`config.mk`:
```
export PLATFORM = sky130hd
export DESIGN_NAME = six_button_debounce_event_scanner_flat
export DESIGN_NICKNAME = d
export VERILOG_FILES = /design/src/design/sbd_pkg.sv /design/src/design/sbd_scan_if.sv /design/src/design/sbd_event_if.sv /design/src/design/sbd_cfg_if.sv /design/src/design/sbd_btn_cell.sv /design/src/design/six_button_debounce_event_scanner.sv /design/src/flat_wrapper.sv
export SDC_FILE = /design/constraint.sdc
export NUM_CORES = 1
export LEC_CHECK = 0
export ABC_AREA = 0
export BUFFER_PORTS_ARGS = -buffer_cell sky130_fd_sc_hd__buf_4
export CORE_ASPECT_RATIO = 0.9
export CORE_UTILIZATION = 35
export CTS_CLUSTER_DIAMETER = 30
export DETAILED_ROUTE_END_ITERATION = 8
export PLACE_DENSITY = 0.58
export SYNTH_ARGS = -nofsm -noshare
export SYNTH_HDL_FRONTEND = slang
export SYNTH_SLANG_ARGS = --single-unit
```
`constraint.sdc`:
```
create_clock -name clk -period 11.3 [get_ports clk]
set_input_delay 1.13 -clock clk [delete_from_list [all_inputs] [get_ports clk]]
set_output_delay 1.13 -clock clk [all_outputs]
set_load 0.005 [all_outputs]
```
`src/design/sbd_pkg.sv`:
```
// ----------------------------------------------------------------------------
// sbd_pkg
// Shared types and constants for the button debounce event scanner.
// ----------------------------------------------------------------------------
package sbd_pkg;

	localparam int LEVEL_W        = 6;
	localparam int TIME_W         = 16;
	localparam int BTN_W          = 3;
	localparam int NUM_BUTTONS_DEF = 6;

	localparam logic [TIME_W-1:0] PERIOD_RESET = 16'd2500;

	typedef enum logic [1:0] {
		PH_IDLE    = 2'd0,
		PH_DB_DOWN = 2'd1,
		PH_WAIT_UP = 2'd2,
		PH_DB_UP   = 2'd3
	} phase_t;

	localparam logic KIND_PUSHED   = 1'b0;
	localparam logic KIND_RELEASED = 1'b1;

	// what one button reports for the scan under way
	typedef struct packed {
		logic pushed;
		logic released;
	} cell_ev_t;

endpackage

```
`src/design/sbd_scan_if.sv`:
```
// ----------------------------------------------------------------------------
// sbd_scan_if
// Scan channel: raw button levels and the timer value of one scan.
// ----------------------------------------------------------------------------
interface sbd_scan_if;
	logic                        valid;
	logic                        ready;
	logic [sbd_pkg::LEVEL_W-1:0] button_levels;
	logic [sbd_pkg::TIME_W-1:0]  now_time;

	modport source (output valid, output button_levels, output now_time, input ready);
	modport sink   (input valid, input button_levels, input now_time, output ready);
endinterface

```
`src/design/sbd_event_if.sv`:
```
// ----------------------------------------------------------------------------
// sbd_event_if
// Result channel: one word per scan, saying which button, if any, gave an event.
// ----------------------------------------------------------------------------
interface sbd_event_if;
	logic                      valid;
	logic                      ready;
	logic                      event_valid;
	logic [sbd_pkg::BTN_W-1:0] event_button;
	logic                      event_kind;

	modport source (output valid, output event_valid, output event_button,
		output event_kind, input ready);
	modport sink   (input valid, input event_valid, input event_button,
		input event_kind, output ready);
endinterface

```
`src/design/sbd_cfg_if.sv`:
```
// ----------------------------------------------------------------------------
// sbd_cfg_if
// Configuration write channel carrying the debounce period.
// ----------------------------------------------------------------------------
interface sbd_cfg_if;
	logic                       valid;
	logic                       ready;
	logic [sbd_pkg::TIME_W-1:0] debounce_period;

	modport source (output valid, output debounce_period, input ready);
	modport sink   (input valid, input debounce_period, output ready);
endinterface

```
`src/design/sbd_btn_cell.sv`:
```
// ----------------------------------------------------------------------------
// sbd_btn_cell
// Four-phase debounce machine for one button, with its phase start time.
// ----------------------------------------------------------------------------
module sbd_btn_cell (
	input  logic                       clk,
	input  logic                       arst_n,
	input  logic                       level,
	input  logic [sbd_pkg::TIME_W-1:0] now_time,
	input  logic [sbd_pkg::TIME_W-1:0] period,
	input  logic                       commit,
	output sbd_pkg::cell_ev_t          ev
);

	sbd_pkg::phase_t             phase_q, phase_d;
	logic [sbd_pkg::TIME_W-1:0]  start_q, start_d;
	logic [sbd_pkg::TIME_W-1:0]  elapsed;
	logic                        settled;

	// modulo 2^16 difference, so a timer wrap needs no special handling
	assign elapsed = now_time - start_q;
	assign settled = (elapsed >= period);

	always_ff @(posedge clk or negedge arst_n) begin
		if (!arst_n) begin
			phase_q <= sbd_pkg::PH_IDLE;
			start_q <= '0;
		end else if (commit) begin
			phase_q <= phase_d;
			start_q <= start_d;
		end
	end

	always_comb begin
		phase_d     = phase_q;
		start_d     = start_q;
		ev.pushed   = 1'b0;
		ev.released = 1'b0;
		case (phase_q)
			sbd_pkg::PH_IDLE: begin
				if (level) begin
					phase_d   = sbd_pkg::PH_DB_DOWN;
					start_d   = now_time;
					ev.pushed = 1'b1;
				end
			end
			sbd_pkg::PH_DB_DOWN: begin
				if (settled) begin
					phase_d = sbd_pkg::PH_WAIT_UP;
					start_d = now_time;
				end
			end
			sbd_pkg::PH_WAIT_UP: begin
				if (!level) begin
					phase_d     = sbd_pkg::PH_DB_UP;
					start_d     = now_time;
					ev.released = 1'b1;
				end
			end
			sbd_pkg::PH_DB_UP: begin
				if (settled)
					phase_d = sbd_pkg::PH_IDLE;
			end
			default: begin
				phase_d = sbd_pkg::PH_IDLE;
			end
		endcase
	end

endmodule

```
`src/design/six_button_debounce_event_scanner.sv`:
```
// ----------------------------------------------------------------------------
// six_button_debounce_event_scanner
// Debounces a row of buttons and reports press and release events per scan.
// ----------------------------------------------------------------------------
// Usage:
//   scan   - one word per scan: raw button levels and the free-running timer.
//   result - one word per scan: event_valid, event_button, event_kind.
//   cfg    - writes the debounce period in timer ticks; always ready. Write it
//            only while no scan is in flight.
// Each scan is registered on accept, then one pass through the button
// machines and the priority select loads the result register once that
// register is empty or its word is being taken. With result.ready high
// a scan is taken in every cycle. Buttons are checked from index 0 up and only
// the first one to give an event, plus those before it, update their state.
// When the receiver stalls, the result register holds its word and the input
// register still takes one more scan; scan.ready drops only when both are full.
// Reset returns every button to idle with a zero start time, sets the period
// to 2500 ticks and empties both registers.
// ----------------------------------------------------------------------------
module six_button_debounce_event_scanner #(
	parameter int NUM_BUTTONS = sbd_pkg::NUM_BUTTONS_DEF
) (
	input logic        clk,
	input logic        arst_n,
	sbd_scan_if.sink   scan,
	sbd_event_if.source result,
	sbd_cfg_if.sink    cfg
);

	logic [sbd_pkg::TIME_W-1:0]  period_q;

	logic                        valid_s1;
	logic [sbd_pkg::LEVEL_W-1:0] levels_s1;
	logic [sbd_pkg::TIME_W-1:0]  now_s1;

	logic                        valid_s2;
	logic                        evv_s2;
	logic [sbd_pkg::BTN_W-1:0]   btn_s2;
	logic                        kind_s2;

	logic                        advance;
	sbd_pkg::cell_ev_t           cell_ev [NUM_BUTTONS];
	logic [NUM_BUTTONS-1:0]      ev_any;
	logic [NUM_BUTTONS-1:0]      commit;
	logic                        evv_d;
	logic [sbd_pkg::BTN_W-1:0]   btn_d;
	logic                        kind_d;

	assign advance   = valid_s1 && (!valid_s2 || result.ready);
	assign scan.ready = !valid_s1 || advance;
	assign cfg.ready  = 1'b1;

	always_ff @(posedge clk or negedge arst_n) begin
		if (!arst_n)
			period_q <= sbd_pkg::PERIOD_RESET;
		else if (cfg.valid)
			period_q <= cfg.debounce_period;
	end

	// input register
	always_ff @(posedge clk or negedge arst_n) begin
		if (!arst_n)
			valid_s1 <= 1'b0;
		else if (scan.ready)
			valid_s1 <= scan.valid;
	end

	always_ff @(posedge clk) begin
		if (scan.valid && scan.ready) begin
			levels_s1 <= scan.button_levels;
			now_s1    <= scan.now_time;
		end
	end

	for (genvar i = 0; i < NUM_BUTTONS; i++) begin : g_btn
		logic level;
		if (i < sbd_pkg::LEVEL_W) begin : g_pin
			assign level = levels_s1[i];
		end else begin : g_nopin
			assign level = 1'b0;
		end

		sbd_btn_cell u_cell (
			.clk      (clk),
			.arst_n   (arst_n),
			.level    (level),
			.now_time (now_s1),
			.period   (period_q),
			.commit   (commit[i]),
			.ev       (cell_ev[i])
		);

		assign ev_any[i] = cell_ev[i].pushed | cell_ev[i].released;
	end

	// a button only moves if no lower index gave an event in this scan
	always_comb begin
		logic seen;
		seen   = 1'b0;
		commit = '0;
		for (int i = 0; i < NUM_BUTTONS; i++) begin
			commit[i] = advance && !seen;
			seen      = seen | ev_any[i];
		end
	end

	always_comb begin
		evv_d  = 1'b0;
		btn_d  = '0;
		kind_d = sbd_pkg::KIND_PUSHED;
		for (int i = NUM_BUTTONS - 1; i >= 0; i--) begin
			if (ev_any[i]) begin
				evv_d  = 1'b1;
				btn_d  = sbd_pkg::BTN_W'(i);
				kind_d = cell_ev[i].released ? sbd_pkg::KIND_RELEASED
					: sbd_pkg::KIND_PUSHED;
			end
		end
	end

	// result register
	always_ff @(posedge clk or negedge arst_n) begin
		if (!arst_n)
			valid_s2 <= 1'b0;
		else if (advance)
			valid_s2 <= 1'b1;
		else if (result.ready)
			valid_s2 <= 1'b0;
	end

	always_ff @(posedge clk) begin
		if (advance) begin
			evv_s2  <= evv_d;
			btn_s2  <= btn_d;
			kind_s2 <= kind_d;
		end
	end

	assign result.valid        = valid_s2;
	assign result.event_valid  = evv_s2;
	assign result.event_button = btn_s2;
	assign result.event_kind   = kind_s2;

	a_one_event: assert property (@(posedge clk) disable iff (!arst_n)
		$countones(ev_any & commit) <= 1)
		else $error("more than one button committed an event in a scan");

	a_no_event_zero: assert property (@(posedge clk) disable iff (!arst_n)
		valid_s2 && !evv_s2 |-> btn_s2 == '0 && kind_s2 == sbd_pkg::KIND_PUSHED)
		else $error("empty result carries a button or kind");

	a_event_lands: assert property (@(posedge clk) disable iff (!arst_n)
		advance && (|ev_any) |=> valid_s2 && evv_s2)
		else $error("event lost between scan and result register");

	a_stall_full: assert property (@(posedge clk) disable iff (!arst_n)
		!scan.ready |-> valid_s1 && valid_s2 && !result.ready)
		else $error("scan stalled with room in the pipeline");

endmodule
```
`src/flat_wrapper.sv`:
```
// flat-port wrapper written by rule: the top's interface ports become plain ports
module six_button_debounce_event_scanner_flat 
#(
	parameter int NUM_BUTTONS = sbd_pkg::NUM_BUTTONS_DEF
)
  (clk, arst_n, scan_valid, scan_button_levels, scan_now_time, scan_ready, result_valid, result_event_valid, result_event_button, result_event_kind, result_ready, cfg_valid, cfg_debounce_period, cfg_ready);
  sbd_scan_if scan_i ();
  sbd_event_if result_i ();
  sbd_cfg_if cfg_i ();
  input logic clk;
  input logic arst_n;
  input wire logic [$bits(scan_i.valid)-1:0] scan_valid;
  input wire logic [$bits(scan_i.button_levels)-1:0] scan_button_levels;
  input wire logic [$bits(scan_i.now_time)-1:0] scan_now_time;
  output wire logic [$bits(scan_i.ready)-1:0] scan_ready;
  output wire logic [$bits(result_i.valid)-1:0] result_valid;
  output wire logic [$bits(result_i.event_valid)-1:0] result_event_valid;
  output wire logic [$bits(result_i.event_button)-1:0] result_event_button;
  output wire logic [$bits(result_i.event_kind)-1:0] result_event_kind;
  input wire logic [$bits(result_i.ready)-1:0] result_ready;
  input wire logic [$bits(cfg_i.valid)-1:0] cfg_valid;
  input wire logic [$bits(cfg_i.debounce_period)-1:0] cfg_debounce_period;
  output wire logic [$bits(cfg_i.ready)-1:0] cfg_ready;
  assign scan_i.valid = scan_valid;
  assign scan_i.button_levels = scan_button_levels;
  assign scan_i.now_time = scan_now_time;
  assign scan_ready = scan_i.ready;
  assign result_valid = result_i.valid;
  assign result_event_valid = result_i.event_valid;
  assign result_event_button = result_i.event_button;
  assign result_event_kind = result_i.event_kind;
  assign result_i.ready = result_ready;
  assign cfg_i.valid = cfg_valid;
  assign cfg_i.debounce_period = cfg_debounce_period;
  assign cfg_ready = cfg_i.ready;
  six_button_debounce_event_scanner #(.NUM_BUTTONS(NUM_BUTTONS)) u_core (.clk(clk), .arst_n(arst_n), .scan(scan_i), .result(result_i), .cfg(cfg_i));
endmodule
```
# Yosys cells after proc, flatten, opt, wreduce, memory -nomap -nowiden
# Cells that the tools add are included.
# Widths: inputs -> output; s select.
[totals]
register_bits = 153
input_bits = 43
output_inout_bits = 8
wordCells = 228
[classes]
addsub = 6
n_lt_le_gt_ge = 6
eq_ne = 42
n_mux = 98
n_bitwise = 10
n_reduce_logical = 44
[ops]
columns = ["op", "count"]
rows = [
  ["$mux 16", 18],
  ["$pmux 16 s3", 6],
  ["$ge 16x16->1", 6],
  ["$sub 16x16->16", 6],
  ["$reduce_and 5->1", 12],
  ["$mux 2", 26],
  ["$pmux 2 s4", 6],
  ["$mux 1", 40],
  ["$ne 2x2->1 const B", 18],
  ["$eq 2x2->1 const B", 12],
  ["$reduce_bool 3->1", 6],
  ["$eq 2x1->1 const B", 6],
  ["$logic_not 2->1", 6],
  ["$ne 2x1->1 const B", 6],
  ["$or 1x1->1", 10],
  ["$logic_and 1x1->1", 7],
  ["$logic_not 1->1", 7],
  ["$mux 3", 2],
  ["$reduce_or 5->1", 1],
  ["$reduce_or 4->1", 1],
  ["$logic_or 1x1->1", 2],
  ["$reduce_bool 2->1", 1],
  ["$reduce_or 2->1", 1],
]

# Longest topological paths before layout
# Gate-level depths: netlist of the first run.
[depth]
word_depth = 10
depth_mapped = 20

# Hierarchy
# Synthesis of the first run repeated with hierarchy kept, for this count alone.
[hier_totals]
hier_cells = 1409
area_unflattened_um2 = 13606.8
[modules_own_cells]
columns = ["mod", "instances", "cells_per_inst", "area_each_um2", "seq_area_each_um2"]
rows = [
  ["sbd_btn_cell (u_core.g_btn[2].u_cell ...)", 3, 214, 1968.1, 450.4],
  ["sbd_btn_cell (u_core.g_btn[0].u_cell ...)", 2, 225, 2009.4, 450.4],
  ["sbd_btn_cell (u_core.g_btn[5].u_cell)", 1, 218, 1985.7, 450.4],
  ["six_button_debounce_event_scanner", 1, 99, 1697.9, 1267.5],
]

# Worst setup path before layout of the first run
# No wires, ideal clock.
[synth_timing]
path_type = "flip-flop to flip-flop"
from = "reg u_core.now_s1[8] in the netlist's numbering"
to = "reg u_core.g_btn[1].u_cell.start_q[10] in the netlist's numbering"
setup_ns = 0.125
arrival_ns = 3.953
required_ns = 11.175
slack_ns = 7.222
path_stages_with_launch = 17
n_path_buf = 2
period_less_slack_ns = 4.078
cell_sequence = "edfxtp_1 ha_1 and2_1 o21ai_0 o311ai_0 a221o_1 o311ai_0 ha_1 a21o_1 a21o_1 a21oi_1 o21ai_0 a21oi_1 a211o_1 buf_2 buf_4 mux2_2"
[synth_via]
elab_chain_cells = 4
[synth_lines]
columns = ["item", "line_no", "source"]
rows = [
  ["start, declared", "six_button_debounce_event_scanner.sv:34", "logic [sbd_pkg::TIME_W-1:0] now_s1;"],
  ["start signal, assigned", "six_button_debounce_event_scanner.sv:71", "now_s1 <= scan.now_time;"],
  ["$sub 16x16->16", "sbd_btn_cell.sv:21", "assign elapsed = now_time - start_q;"],
  ["$ge 16x16->1", "sbd_btn_cell.sv:22", "assign settled = (elapsed >= period);"],
  ["$ne 2x2->1 (no source line)", "--", ""],
  ["$reduce_and 5->1 (no source line)", "--", ""],
  ["end signal, assigned", "sbd_btn_cell.sv:30", "start_q <= start_d;"],
  ["end, declared", "sbd_btn_cell.sv:16", "logic [sbd_pkg::TIME_W-1:0] start_q, start_d;"],
]
# Every way passes these cells.
# A chain may end at the register's enable or synchronous reset.

# Worst setup path after layout of the first run
[layout_timing]
from = "reg u_core.now_s1[1] in the netlist's numbering"
to = "reg u_core.g_btn[3].u_cell.start_q[13] in the netlist's numbering"
[layout_via]
elab_chain_cells = 4
[layout_lines]
columns = ["item", "line_no"]
rows = [
  ["$sub 16x16->16", "sbd_btn_cell.sv:21"],
  ["$ge 16x16->1", "sbd_btn_cell.sv:22"],
  ["$ne 2x2->1 (no source line)", "--"],
  ["$reduce_and 5->1 (no source line)", "--"],
  ["end signal, assigned", "sbd_btn_cell.sv:30"],
  ["end, declared", "sbd_btn_cell.sv:16"],
]
# Every way passes these cells.

==> results.toml, run 1 <==
[status]
status = "completed"

[floorplanning]
start_util_pct = 35.5
dieWidth_um = 204
dieArea_um2 = 37400
dieHeight_um = 184
ios = 51
core_area_um2 = 36100
rows = 66

[worst_setup_path]
cp_slowest_cell = "nor4_4"
cp.buffers_inverters = 1
arrival_ns = 5.49
critical_path.cell_chain = "inv_1 > fa_1 > nor2b_1 > o21a_1 > o21a_1 > o31a_1 > o41ai_1 > o211ai_1 > ha_1 > a21o_1 > a21oi_1 > nand3_1 > a21oi_1 > nor4_4 > mux2_2"
crit_path_end_kind = "flip-flop"
cp_max_fo = 16
criticalPathCategory = "flip-flop to flip-flop"
startpoint_type = "flip-flop"
required_ns = 11.62
cpPeakStageDelay_ns = 1.06
cp_top_family = "compound AO/OA/AOI/OAI gates"

[cts]
cts.path.max_buffers = 2
ctsHoldBuffers = 0
post_cts_buffers = 0
h-tree-depth = 4
ctsResizeCount = 0
clk_pin_slew_ns = 0.07
cts_made_buffers = 17
cts_root_buffer = "clkbuf_16"
clock_sinks = 153
clk_latency_ns = 0.45
cts_tree = "done"

[timing]
slew_violations = 0
layout_min_cycle_time_ns = 5.17
hold_violations = 0
worst_slew_pin_slew_ns = 1.28
timing.slew.headroom_pct = 13.7
setup_viol = 0
finalClockSkew_ns = 0.0127
rsz0062_at_grt = "no"
fmax_ghz = 0.193
fin_setup_tns_ns = 0
fin_crit_sh_pct = 45.8

[global_routing]
grt.total_usage_pct = 16.3
antenna_found_initial = 0
grt_pass1_wl_um = 48000
grt_pass1_vias = 9422
grt_overflow = 0
grt_max_degree = 71

[pwr]
p_per_area_nw_per_um2 = 300
leakage_nw = 6.80
p_total_mw = 4.30
vdd_drop_max_mv = 0.150

[synthesis]
synth.area.top_cells = "dfrtp_1 (24%), ha_1 (20%), mux2_2 (6.6%)"
yosysSeqAreaShare_pct = 31.0
synthesis.nets = 1563
syn-cell-area_um2 = 12800
yosysTopAreaCell = "dfrtp_1"
syn_area_per_cell_um2 = 9.83
synthFlopType = "dfrtp_1"
ys_ff_latch = 153
synth_cells = 1304
synth_cell_types = 78
ys_warn_count = 0
synthArstFlopShare_pct = 82.4
synth_top_area_share_pct = 23.6
synth_edf_count = 27

[placement]
dpl.hpwl_um = 22700
place_inst = 1821
io_buffer_count = 49
place_congestion = 0.832

[routing]
first_iter_violations = 391
drc = 0
drt-wirelength-per-cell_um = 15.9
viasPerCell = 5.18
final_antenna_net_count = 0
drt_wl_total_um = 29400
drt_pass1_iterations = 5
route.vias.total = 9607

[layout]
final_cell_mix = "ha_1 (210), inv_1 (144), dfrtp_1 (121)"
antennaDiodeCount = 0
final_cells = 1853
nNetsFinal = 1623
area_growth_pct = 11.7
final_common_cell = "ha_1"
drive_above_1_share_pct = 14.3

[run]
maxCapViolations = 0

[hold_path]
hold_class = "flip-flop to flip-flop"
stage by stage:
step | area [um^2] | setup WS [ns] | util (%) | hold WS, ns
after floorplan | 12800 | 7.22 | - | 0.457
after global placement | 13700 | 6.20 | 38.0 | 0.468
after detailed placement | 13700 | 6.15 | 38.0 | 0.482
after CTS | 14300 | 6.13 | 39.7 | 0.497
after global routing | 14300 | 5.76 | 39.7 | 0.507
final | 14300 | 6.13 | 39.7 | 0.493
final cells by class:
class                           instances  area (um^2)
Multi-Input combinational cell        994         8210
Clock inverter                         11          109
Fill cell                            3516        21800
Inverter                              144          541
Timing Repair Buffer                   54          409
Sequential cell                       153         3970
Tap cell                              476          596
Clock buffer                           21          483
logic make-up after synthesis:
| family | synth area share (%) |
|---|---|
| compound gates | 16.6 |
| xor+xnor | 4.44 |
| flops | 31.0 |
| fa+ha+maj | 21.4 |
| buf+inv | 5.00 |
| simple gates | 11.1 |
| mux | 10.5 |
| other cells | 0.0292 |
Yosys cell counts (5+ instances only):
library cell  count
mux2_2           75
edfxtp_1         27
a21boi_0          7
dfrtp_1         121
a2111oi_0         5
a211o_1           5
nor2b_1          20
and3_1           11
a211oi_1          8
o21a_1           29
or2_2             9
nand4_1          20
nand2_1          48
fa_1              6
a21oi_1          80
mux2_4            9
nor2_1           69
o21ai_0          63
nand3_1          20
xnor2_1          47
mux2_1           12
nand2b_1         18
ha_1            210
xor2_1           18
mux2i_1          23
dfstp_2           5
o31a_1            9
nand3b_1          6
a31oi_1           7
inv_1           144
o211ai_1          9
nor3_1           24
a21o_1           51
worst register-to-register path, stage by stage (launching register included):
cell and delay, ns:
edfxtp_1 0.54, inv_1 0.48, fa_1 0.32, nor2b_1 0.07, o21a_1 0.18, o21a_1 0.20
o31a_1 0.29, o41ai_1 0.55, o211ai_1 0.23, ha_1 0.34, a21o_1 0.11, a21oi_1 0.10
nand3_1 0.10, a21oi_1 0.06, nor4_4 1.06, mux2_2 0.43
final timing paths:
path	from	to	slack, ns	depth (start not counted)
setup / recovery	u_core.now_s1[1]	u_core.g_btn[3].u_cell.start_q[13]	6.13	15
hold / removal	u_core.g_btn[4].u_cell.start_q[10]	u_core.g_btn[4].u_cell.start_q[10]	0.49	1
setup reg to reg	u_core.now_s1[1]	u_core.g_btn[3].u_cell.start_q[13]	6.13	15
hold reg to reg	u_core.g_btn[4].u_cell.start_q[10]	u_core.g_btn[4].u_cell.start_q[10]	0.49	1
max in group asynchronous	arst_n	u_core.g_btn[4].u_cell.start_q[12]	9.24	2
min in group asynchronous	arst_n	u_core.g_btn[1].u_cell.start_q[4]	0.67	1
report_power, final:
part           switching, mW  total (mW)  internal [mW]
Combinational           1.48        2.80           1.32
Clock                  0.250       0.582          0.332
Sequential             0.129       0.916          0.787
Total                   1.86        4.30           2.44
sequential cells by signal, summed over array words and instances (netlist names):
name / count
u_core.now_s1: 16
u_core.levels_s1: 6
u_core.result.event_button: 3
u_core.g_btn.u_cell.phase_q: 12
u_core.result.event_valid: 1
u_core.valid_s1: 1
u_core.g_btn.u_cell.start_q: 96
u_core.result.valid: 1
u_core.period_q: 16
u_core.result.event_kind: 1
layer usage:
layer  up-vias  track usage (%)  part of all wire (%)
met5         -                0                     0
met2       115             27.5                    47
met3        32             2.50                   2.2
met1      4609             21.2                    48
li1       4851                -                     -
met4         0             5.23                   2.1
Note: power is estimated with default switching activity, not from simulation.
==> run 2, diff against run 1 <==
--- a/config.mk
+++ b/config.mk
@@ -5,13 +5,13 @@
 export SDC_FILE = /design/constraint.sdc
 export NUM_CORES = 1
 export LEC_CHECK = 0
-export ABC_AREA = 0
+export ABC_AREA = 1
 export BUFFER_PORTS_ARGS = -buffer_cell sky130_fd_sc_hd__buf_4
 export CORE_ASPECT_RATIO = 0.9
 export CORE_UTILIZATION = 35
 export CTS_CLUSTER_DIAMETER = 30
 export DETAILED_ROUTE_END_ITERATION = 8
-export PLACE_DENSITY = 0.58
+export PLACE_DENSITY = 0.6
 export SYNTH_ARGS = -nofsm -noshare
 export SYNTH_HDL_FRONTEND = slang
 export SYNTH_SLANG_ARGS = --single-unit
==> constraint.sdc (replaced) <==
create_clock -name clk -period 4.3 [get_ports clk]
set_input_delay 0.43 -clock clk [delete_from_list [all_inputs] [get_ports clk]]
set_output_delay 0.43 -clock clk [all_outputs]
set_load 0.005 [all_outputs]
==> results.toml, run 2 <==
[status]
status = "completed"

[hold_path]
hold_class = "input port to flip-flop"

[floorplanning]
rows = 66
dieWidth_um = 206
core_area_um2 = 36500
dieHeight_um = 186
dieArea_um2 = 38200
ios = 51
start_util_pct = 35.9

[worst_setup_path]
cp_top_family = "simple AND/OR/NAND/NOR gates"
cp_slowest_cell = "fa_1"
cp_max_fo = 32
criticalPathCategory = "flip-flop to flip-flop"
cp.buffers_inverters = 4
crit_path_end_kind = "flip-flop"
path_common_cell = "nand2_1"
required_ns = 4.63
startpoint_type = "flip-flop"
critical_path.cell_chain = "inv_1 > ha_1 > fa_1 > o21ai_0 > a21oi_1 > inv_1 > nand2_1 > nand2_1 > nand2_1 > nand2_1 > nand2_1 > nand2_1 > inv_1 > ha_1 > nand4_1 > nor3_1 > nand2_1 > nand3_1 > nand3_1 > buf_4 > o21ai_0"
arrival_ns = 4.33
cpPeakStageDelay_ns = 0.40

[pwr]
p_total_mw = 10.9
leakage_nw = 7.68
p_per_area_nw_per_um2 = 739
vdd_drop_max_mv = 0.331

[routing]
drc = 0
drt-wirelength-per-cell_um = 17.0
first_iter_violations = 849
viasPerCell = 5.07
route.vias.total = 11500
drt_pass1_iterations = 5
final_antenna_net_count = 0
drt_wl_total_um = 38700

[layout]
largest_reg_flops = 96
final_cell_mix = "nand2_1 (460), inv_1 (248), ha_1 (210)"
top_register = "u_core.g_btn.u_cell.start_q"
fin_area_um2 = 14800
final_common_cell = "nand2_1"
top_regs = "u_core.g_btn.u_cell.start_q (96), u_core.now_s1 (16), u_core.period_q (16)"
drive_above_1_share_pct = 7.68
area_growth_pct = 12.8
nNetsFinal = 2042

[synthesis]
ys_warn_count = 0
synth_top_area_share_pct = 23.1
yosysSeqAreaShare_pct = 30.3
synth_common_cells = "nand2_1 (460), inv_1 (248), ha_1 (210)"
synthesis.nets = 1974
synthArstFlopShare_pct = 82.4
yosysTopAreaCell = "dfrtp_1"
ys_ff_latch = 153
synthFlopType = "dfrtp_1"
synth_cells = 1715
syn-cell-area_um2 = 13100
post-synth-top-count-cell = "nand2_1"
synth_edf_count = 27
syn_area_per_cell_um2 = 7.64
synth_cell_types = 44
synth.area.top_cells = "dfrtp_1 (23%), ha_1 (20%), nand2_1 (13%)"

[cts]
clk_pin_slew_ns = 0.07
h-tree-depth = 4
clock_sinks = 153
cts.path.max_buffers = 2
clk_latency_ns = 0.44
cts_root_buffer = "clkbuf_16"
cts_tree = "done"
cts_made_buffers = 17

[timing]
worst_slew_pin_slew_ns = 1.02
slew_violations = 0
hold_violations = 0
fin_crit_sh_pct = 92.9
timing.slew.headroom_pct = 32.0
rsz0062_at_grt = "no"
fin_setup_tns_ns = 0
layout_min_cycle_time_ns = 3.99
fmax_ghz = 0.250
finalClockSkew_ns = 0.0142
setup_viol = 0

[global_routing]
antenna_found_initial = 2
grt_overflow = 0
grt.total_usage_pct = 20.9
grt_max_degree = 57
grt_pass1_vias = 11100
grt_pass1_wl_um = 60300

[placement]
place_area_um2 = 14100
place_congestion = 0.916
dpl.hpwl_um = 29300
io_buffer_count = 49

[run]
maxCapViolations = 0
[run 2: cell types whose count changed in the layout (fill, tap and decap cells not counted), sizes merged, moves of 38 or more]
cell   delta
nand3    +39
a21o     -45
nand2   +413
o21ai    +62
inv     +107
mux2     -95
xor2     +40
nand4    +38
[run 2: through the flow]
step | hold slack (ns) | instances | setup slack [ns] | utilization [%]
final | 0.160 | 2274 | 0.307 | 40.5
after global routing | 0.147 | 2272 | 0.00243 | 40.5
after CTS | 0.149 | 2271 | 0.131 | 40.4
after detailed placement | 0.426 | 2238 | 0.256 | 38.7
after global placement | 0.419 | 2238 | 0.350 | 38.7
after floorplan | 0.134 | 1715 | 0.886 | -
[run 2: logic make-up after synthesis]
logic type	share of synthesized area [%]
adder cells (fa/ha/maj)	21.0
AND/OR/NAND/NOR	22.6
XOR/XNOR	5.41
buffers and inverters	8.38
flip-flops	30.3
other	0.0286
AO/OA/AOI/OAI	12.2
multiplexers	0.0859
[run 2: layer usage]
metal / up-vias / track usage [%] / routed length (um)
met2: 267 / 33.5 / 17400
li1: 5816 / - / -
met5: - / 0 / 34
met4: 4 / 7.68 / 1280
met3: 64 / 3.61 / 2150
met1: 5377 / 28.1 / 17800
[run 2: power by group]
part / switching, mW / internal, mW / total (mW)
Combinational: 4.25 / 2.76 / 7.01
Clock: 0.643 / 0.904 / 1.55
Sequential: 0.363 / 2.00 / 2.36
[run 2: cell type report]
class / count / area, um^2
Inverter: 253 / 950
Clock inverter: 10 / 118
Clock buffer: 22 / 474
Timing Repair Buffer: 78 / 617
Multi-Input combinational cell: 1280 / 8050
Fill cell: 3689 / 21700
Antenna cell: 2 / 5.00
Sequential cell: 153 / 3970
Tap cell: 476 / 596
[run 2: what timing repair did]
item | 4_1_cts | 5_1_grt
setup buffers | 0 | 1
hold buffers | 1 | 0
endpoints found under the setup margin | 0 | 30
endpoints found under the hold margin | 54 | 0
gates resized for setup | 0 | 5
[run 2: path summary, 6_finish.rpt]
| kind | to | cells after the start | start | slack (ns) |
|---|---|---|---|---|
| hold / removal | u_core.levels_s1[4] | 1 | scan_button_levels[4] | 0.16 |
| hold reg to reg | u_core.g_btn[5].u_cell.start_q[4] | 2 | u_core.g_btn[5].u_cell.start_q[4] | 0.47 |
| min in group asynchronous | u_core.g_btn[0].u_cell.start_q[14] | 2 | arst_n | 0.51 |
| setup / recovery | u_core.g_btn[0].u_cell.start_q[8] | 21 | u_core.now_s1[0] | 0.31 |
| setup reg to reg | u_core.g_btn[0].u_cell.start_q[8] | 21 | u_core.now_s1[0] | 0.31 |
| max in group asynchronous | u_core.period_q[11] | 3 | arst_n | 2.86 |
